--- src/rtl/pbtds_pkg.sv ---
package pbtds_pkg;

   localparam int TIME_W = 31;
   localparam int DUR_W  = 16;
   localparam int SIZE_W = 7;

   typedef logic [TIME_W-1:0] time_type;
   typedef logic [DUR_W-1:0]  dur_type;
   typedef logic [SIZE_W-1:0] size_type;

   localparam time_type TIME_MAX   = {TIME_W{1'b1}};
   localparam size_type SIZE_RESET = 7'd64;

endpackage

--- src/rtl/packet_buffer_tail_drop_scheduler.sv ---
// channel   direction  beat contents                          handshake
// req       in         arrival, duration                      req_valid / req_ready
// rsp       out        dropped, start                         rsp_valid / rsp_ready
// csr       in         buffer_size                            csr_valid / csr_ready
//
// a packet is accepted in idle and passes read and compare for each finish time it
// retires and for a head entry tested that stays in the fifo, then is decided.
// one shared comparator serves the retire test and the start-time choice.
// reset is synchronous and empties the fifo; buffer_size returns to 64.
// req_ready is low while a packet is in work; a result waiting in the output
// register does not block the next packet until that packet's result is due.
module packet_buffer_tail_drop_scheduler
   import pbtds_pkg::*;
#(
   parameter int QUEUE_DEPTH = 64
) (
   input  logic     clock,
   input  logic     reset,
   input  logic     req_valid,
   output logic     req_ready,
   input  time_type req_arrival,
   input  dur_type  req_duration,
   output logic     rsp_valid,
   input  logic     rsp_ready,
   output logic     rsp_dropped,
   output time_type rsp_start,
   input  logic     csr_valid,
   output logic     csr_ready,
   input  size_type csr_buffer_size
);

   localparam int IDX_W = (QUEUE_DEPTH > 1) ? $clog2(QUEUE_DEPTH) : 1;
   localparam int CNT_W = $clog2(QUEUE_DEPTH + 1);
   localparam int CMP_W = (CNT_W > SIZE_W) ? CNT_W : SIZE_W;

   localparam logic [1:0] ST_IDLE = 2'd0;
   localparam logic [1:0] ST_RD   = 2'd1;
   localparam logic [1:0] ST_CMP  = 2'd2;
   localparam logic [1:0] ST_DEC  = 2'd3;

   logic [1:0]       state_ff, state_in;
   logic [IDX_W-1:0] head_ff, head_in, tail_ff, tail_in;
   logic [CNT_W-1:0] occ_ff, occ_in;
   time_type         last_finish_ff, last_finish_in;
   size_type         size_ff, size_in;
   time_type         arrival_ff, arrival_in;
   dur_type          dur_ff, dur_in;
   logic             rsp_valid_ff, rsp_valid_in;
   logic             dropped_ff, dropped_in;
   time_type         start_ff, start_in;

   time_type         finish_mem [QUEUE_DEPTH];
   time_type         rd_data_ff;

   time_type         cmp_a;
   logic             later;
   logic             full;
   logic             out_free;
   logic             push;
   time_type         start_sel;
   logic [TIME_W:0]  finish_sum;
   time_type         finish;
   logic [IDX_W-1:0] head_next;
   logic [IDX_W-1:0] tail_next;

   // shared comparator: fifo head during retire, last finish when deciding
   assign cmp_a = (state_ff == ST_CMP) ? rd_data_ff : last_finish_ff;
   assign later = cmp_a > arrival_ff;

   assign full = (CMP_W'(occ_ff) >= CMP_W'(size_ff)) || (occ_ff == CNT_W'(QUEUE_DEPTH));
   assign out_free = !rsp_valid_ff || rsp_ready;
   assign push = (state_ff == ST_DEC) && out_free && !full;

   assign start_sel  = ((occ_ff != '0) && later) ? last_finish_ff : arrival_ff;
   assign finish_sum = {1'b0, start_sel} + {{(TIME_W + 1 - DUR_W){1'b0}}, dur_ff};
   assign finish     = finish_sum[TIME_W] ? TIME_MAX : finish_sum[TIME_W-1:0];

   assign head_next = (head_ff == IDX_W'(QUEUE_DEPTH - 1)) ? '0 : head_ff + 1'b1;
   assign tail_next = (tail_ff == IDX_W'(QUEUE_DEPTH - 1)) ? '0 : tail_ff + 1'b1;

   always_comb begin
      state_in       = state_ff;
      head_in        = head_ff;
      tail_in        = tail_ff;
      occ_in         = occ_ff;
      last_finish_in = last_finish_ff;
      size_in        = size_ff;
      arrival_in     = arrival_ff;
      dur_in         = dur_ff;
      rsp_valid_in   = rsp_valid_ff && !rsp_ready;
      dropped_in     = dropped_ff;
      start_in       = start_ff;

      if (csr_valid) begin
         size_in = csr_buffer_size;
      end

      case (state_ff)
         ST_IDLE: begin
            if (req_valid) begin
               arrival_in = req_arrival;
               dur_in     = req_duration;
               state_in   = (occ_ff != '0) ? ST_RD : ST_DEC;
            end
         end
         ST_RD: begin
            state_in = ST_CMP;
         end
         ST_CMP: begin
            if (!later) begin
               // head finished by arrival: retire it and look at the next one
               head_in  = head_next;
               occ_in   = occ_ff - 1'b1;
               state_in = (occ_ff == CNT_W'(1)) ? ST_DEC : ST_RD;
            end else begin
               state_in = ST_DEC;
            end
         end
         ST_DEC: begin
            if (out_free) begin
               rsp_valid_in = 1'b1;
               dropped_in   = full;
               start_in     = full ? '0 : start_sel;
               if (!full) begin
                  tail_in        = tail_next;
                  occ_in         = occ_ff + 1'b1;
                  last_finish_in = finish;
               end
               state_in = ST_IDLE;
            end
         end
         default: begin
            state_in = ST_IDLE;
         end
      endcase
   end

   always_ff @(posedge clock) begin
      if (reset) begin
         state_ff       <= ST_IDLE;
         head_ff        <= '0;
         tail_ff        <= '0;
         occ_ff         <= '0;
         last_finish_ff <= '0;
         size_ff        <= SIZE_RESET;
         rsp_valid_ff   <= 1'b0;
      end else begin
         state_ff       <= state_in;
         head_ff        <= head_in;
         tail_ff        <= tail_in;
         occ_ff         <= occ_in;
         last_finish_ff <= last_finish_in;
         size_ff        <= size_in;
         rsp_valid_ff   <= rsp_valid_in;
      end
   end

   always_ff @(posedge clock) begin
      arrival_ff <= arrival_in;
      dur_ff     <= dur_in;
      dropped_ff <= dropped_in;
      start_ff   <= start_in;
   end

   always_ff @(posedge clock) begin
      if (push) begin
         finish_mem[tail_ff] <= finish;
      end
      rd_data_ff <= finish_mem[head_ff];
   end

   assign req_ready   = (state_ff == ST_IDLE);
   assign csr_ready   = 1'b1;
   assign rsp_valid   = rsp_valid_ff;
   assign rsp_dropped = dropped_ff;
   assign rsp_start   = start_ff;

endmodule

--- config.mk ---
export PLATFORM = sky130hd
export DESIGN_NAME = packet_buffer_tail_drop_scheduler
export DESIGN_NICKNAME = d
export VERILOG_FILES = /design/src/rtl/pbtds_pkg.sv /design/src/rtl/packet_buffer_tail_drop_scheduler.sv
export SDC_FILE = /design/constraint.sdc
export NUM_CORES = 2
export LEC_CHECK = 0
export BUFFER_PORTS_ARGS = -buffer_cell sky130_fd_sc_hd__buf_2
export CAP_MARGIN = 0
export CORE_MARGIN = 5
export CORE_UTILIZATION = 25
export CTS_CLUSTER_SIZE = 30
export DETAILED_ROUTE_END_ITERATION = 7
export PLACE_DENSITY = 0.43
export SLEW_MARGIN = 0
export SYNTH_ARGS = -nofsm -noshare
export SYNTH_HDL_FRONTEND = slang
export SYNTH_SLANG_ARGS = --single-unit
--- constraint.sdc ---
create_clock -name clock -period 11.6 [get_ports clock]
set_input_delay 3.48 -clock clock [delete_from_list [all_inputs] [get_ports clock]]
set_output_delay 3.48 -clock clock [all_outputs]
set_load 0.01 [all_outputs]
==> metrics.yaml <==
routing:
  route.antenna.remaining_nets: 0
  route.detailed.drc: 0
  firstDrtPassIters: 6
  vias: 41500
  drtIter0Drc: 4504
  wire_per_inst_um: 31.8
  routed_via_density: 4.77
  finalWirelength_um: 277000
sta:
  skew_ps: 69.3
  post-route-period-util: 0.766
  finalHoldViolCount: 0
  rsz0062_at_grt: "false"
  setup_tns_ps: 0
  setup_viol: 0
  finalCriticalPeriod_ps: 8880
  max_freq_ghz: 0.113
  report.final.slew_viol_count: 0
  tightest_slew_ps: 1180
  max_slew_margin: 0.214
  setup_ws_ps: 2720
power:
  p_leak_nw: 29.6
  power.density_mw_per_mm2: 224
  vdd_drop_max_uv: 172
global_route:
  grt_pass1_wl_um: 375000
  antenna_found_initial: 23
  grt_use_total: 0.155
  grt_pass1_vias: 41700
  grt_max_degree: 131
  overflow: 0
floorplan:
  die_y_um: 590
  die_area_mm2: 0.349
  core_area_mm2: 0.336
  die_width_um: 590
  start_util: 0.251
  fp-row-count: 213
  ios: 94
synth:
  avgSynthCellArea_um2: 22.5
  yosysTopAreaCellShare: 0.735
  yosys_warnings: 0
  synth_seq_cells: 2154
  yosys.area.top_type: "edfxtp_1"
  synth.distinct_cells: 75
  synth_ff_type: "edfxtp_1"
  synth_area_mm2: 0.0842
  yosysSeqAreaShare: 0.757
  netlist_instances: 3748
  synthTopCellsByArea: "edfxtp_1, mux4_2, dfxtp_1"
  syn-num-nets: 3868
  synth_common_cells: "edfxtp_1, mux4_2, nor2_1"
  post-synth-top-count-cell: "edfxtp_1"
  synth_enable_flop_cells: 2063
  async_flop_share: 0
finish:
  drive_above_1_share: 0.325
  fill_cells: 32600
  final_nets: 4114
  multiInputGateArea_mm2: 0.0200
  syn2layout_area_growth_pct: 17.0
  register_area_mm2: 0.0638
run_status:
  status: "complete, no violations"
clock_network:
  clk_path_buf_depth: 4
  cts_max_level: 4
  root_buffer: "clkbuf_16"
  clock_latency_ps: 900
  cts_buffers: 228
  cts_tree: "yes"
  post_cts_buffers: 0
  holdBufCountCts: 0
  clk_pin_slew_ps: 60
  cts.sinks: 2154
  cts_resized: 0
worst_setup_path:
  critical_path_arrival_ps: 9170
  cp-start-kind: "register"
  crit_top_cell: "ha_1"
  cp_top_family: "simple AND/OR/NAND/NOR gates"
  slowest_stage: "nand2_2"
  worstSetupPathType: "register to register"
  max_stage_delay_ps: 950
  worstPathCellList: "nor2b_4, mux2_2, ha_1, nand3_1, or4_4, and4bb_2, a211oi_4, o21ai_4, mux2i_1, inv_1, ha_1, a211oi_2, o21bai_1, o41a_1, a221o_1, and2_4, nand2_4, buf_4, nand2_2"
  crit_buf_inv: 2
  crit_path_end_kind: "register"
  crit_fanout: 65
  required_ps: 11890
job:
  drv_cap: 0
placement:
  hpwl_um: 153000
  io_buffers: 92
  place_congestion: 0.798
  dp_slack_ps: 2730
worst_hold_path:
  hold_path.class: "register to register"
flip-flops by register name, indices dropped and copies added, names as in the netlist:
| name | cells |
|---|---|
| arrival_ff | 31 |
| rsp_start | 31 |
| last_finish_ff | 31 |
| state_ff | 2 |
| rsp_valid | 1 |
| dur_ff | 16 |
| tail_ff | 6 |
| finish_mem | 1984 |
| size_ff | 7 |
| rd_data_ff | 31 |
| rsp_dropped | 1 |
| occ_ff | 7 |
| head_ff | 6 |
worst paths after layout:
kind         slack [ps]   startpoint  depth (start not counted)            endpoint
min                 510   size_ff[5]                          2          size_ff[5]
max reg2reg        2720  state_ff[1]                         19  finish_mem[62][16]
min reg2reg         510   size_ff[5]                          2          size_ff[5]
max                2720  state_ff[1]                         19  finish_mem[62][16]
worst min-delay path: stages, from the launching register on:
cell and delay [ps]:
dfxtp_1 330, mux2i_1 70, nor2_1 70
metal layers:
metal / up-vias / part of all wire / global-route usage
met5: - / 0.000090 / 0
met4: 4 / 0.025 / 0.0397
met3: 325 / 0.053 / 0.0213
met2: 1454 / 0.48 / 0.255
met1: 23400 / 0.44 / 0.217
li1: 16400 / - / -
through the flow:
step           cells  hold slack, ps  instance area, um2  utilization  power (W)
2_1_floorplan   3748             460               84200            -     0.0133
3_3_place_gp    8278             483               91100        0.271     0.0150
3_5_place_dp    8278             490               91100        0.271     0.0151
4_1_cts         8695             507               98500        0.293     0.0224
5_1_grt         8702             536               98500        0.293     0.0230
6_report        8706             508               98500        0.293     0.0221
logic make-up after synthesis:
family	share of synthesized area
buf+inv	0.0121
compound gates	0.0150
fa+ha+maj	0.00915
xor+xnor	0.00426
mux	0.183
other cells	0.0000445
simple gates	0.0192
flops	0.757
placed cells by master (no fill, tap or decap), types with 37 or more instances in the layout:
cell       Yosys  routed
o21ai_0       37      37
inv_1         50      50
a21oi_1       40      40
mux2_2        43      43
dfxtp_1       91      85
clkbuf_16      0     232
nor2_1       143      80
nand2_1       70      43
buf_4          3     112
edfxtp_1    2063    2063
mux4_2       651     651
buf_2         33      92
clkbuf_1     132      48
clkinv_1       0      52
clkinv_2       0      37
ha_1          60      60
nor2_4         1      64
report_power, final:
part           switching, W  internal [W]
Clock               0.00308       0.00423
Combinational       0.00290       0.00160
Sequential         0.000192        0.0101
layout make-up:
cell class	instances	area share
well taps	4515	0.0573
clock buffers	290	0.0621
clock inverters	127	0.0126
diodes	10	0.000254
inverters	50	0.00190
repair buffers	213	0.0150
flip-flops and latches	2154	0.647
multi-input cells	1347	0.203
Power figures use the tool's default switching activity.
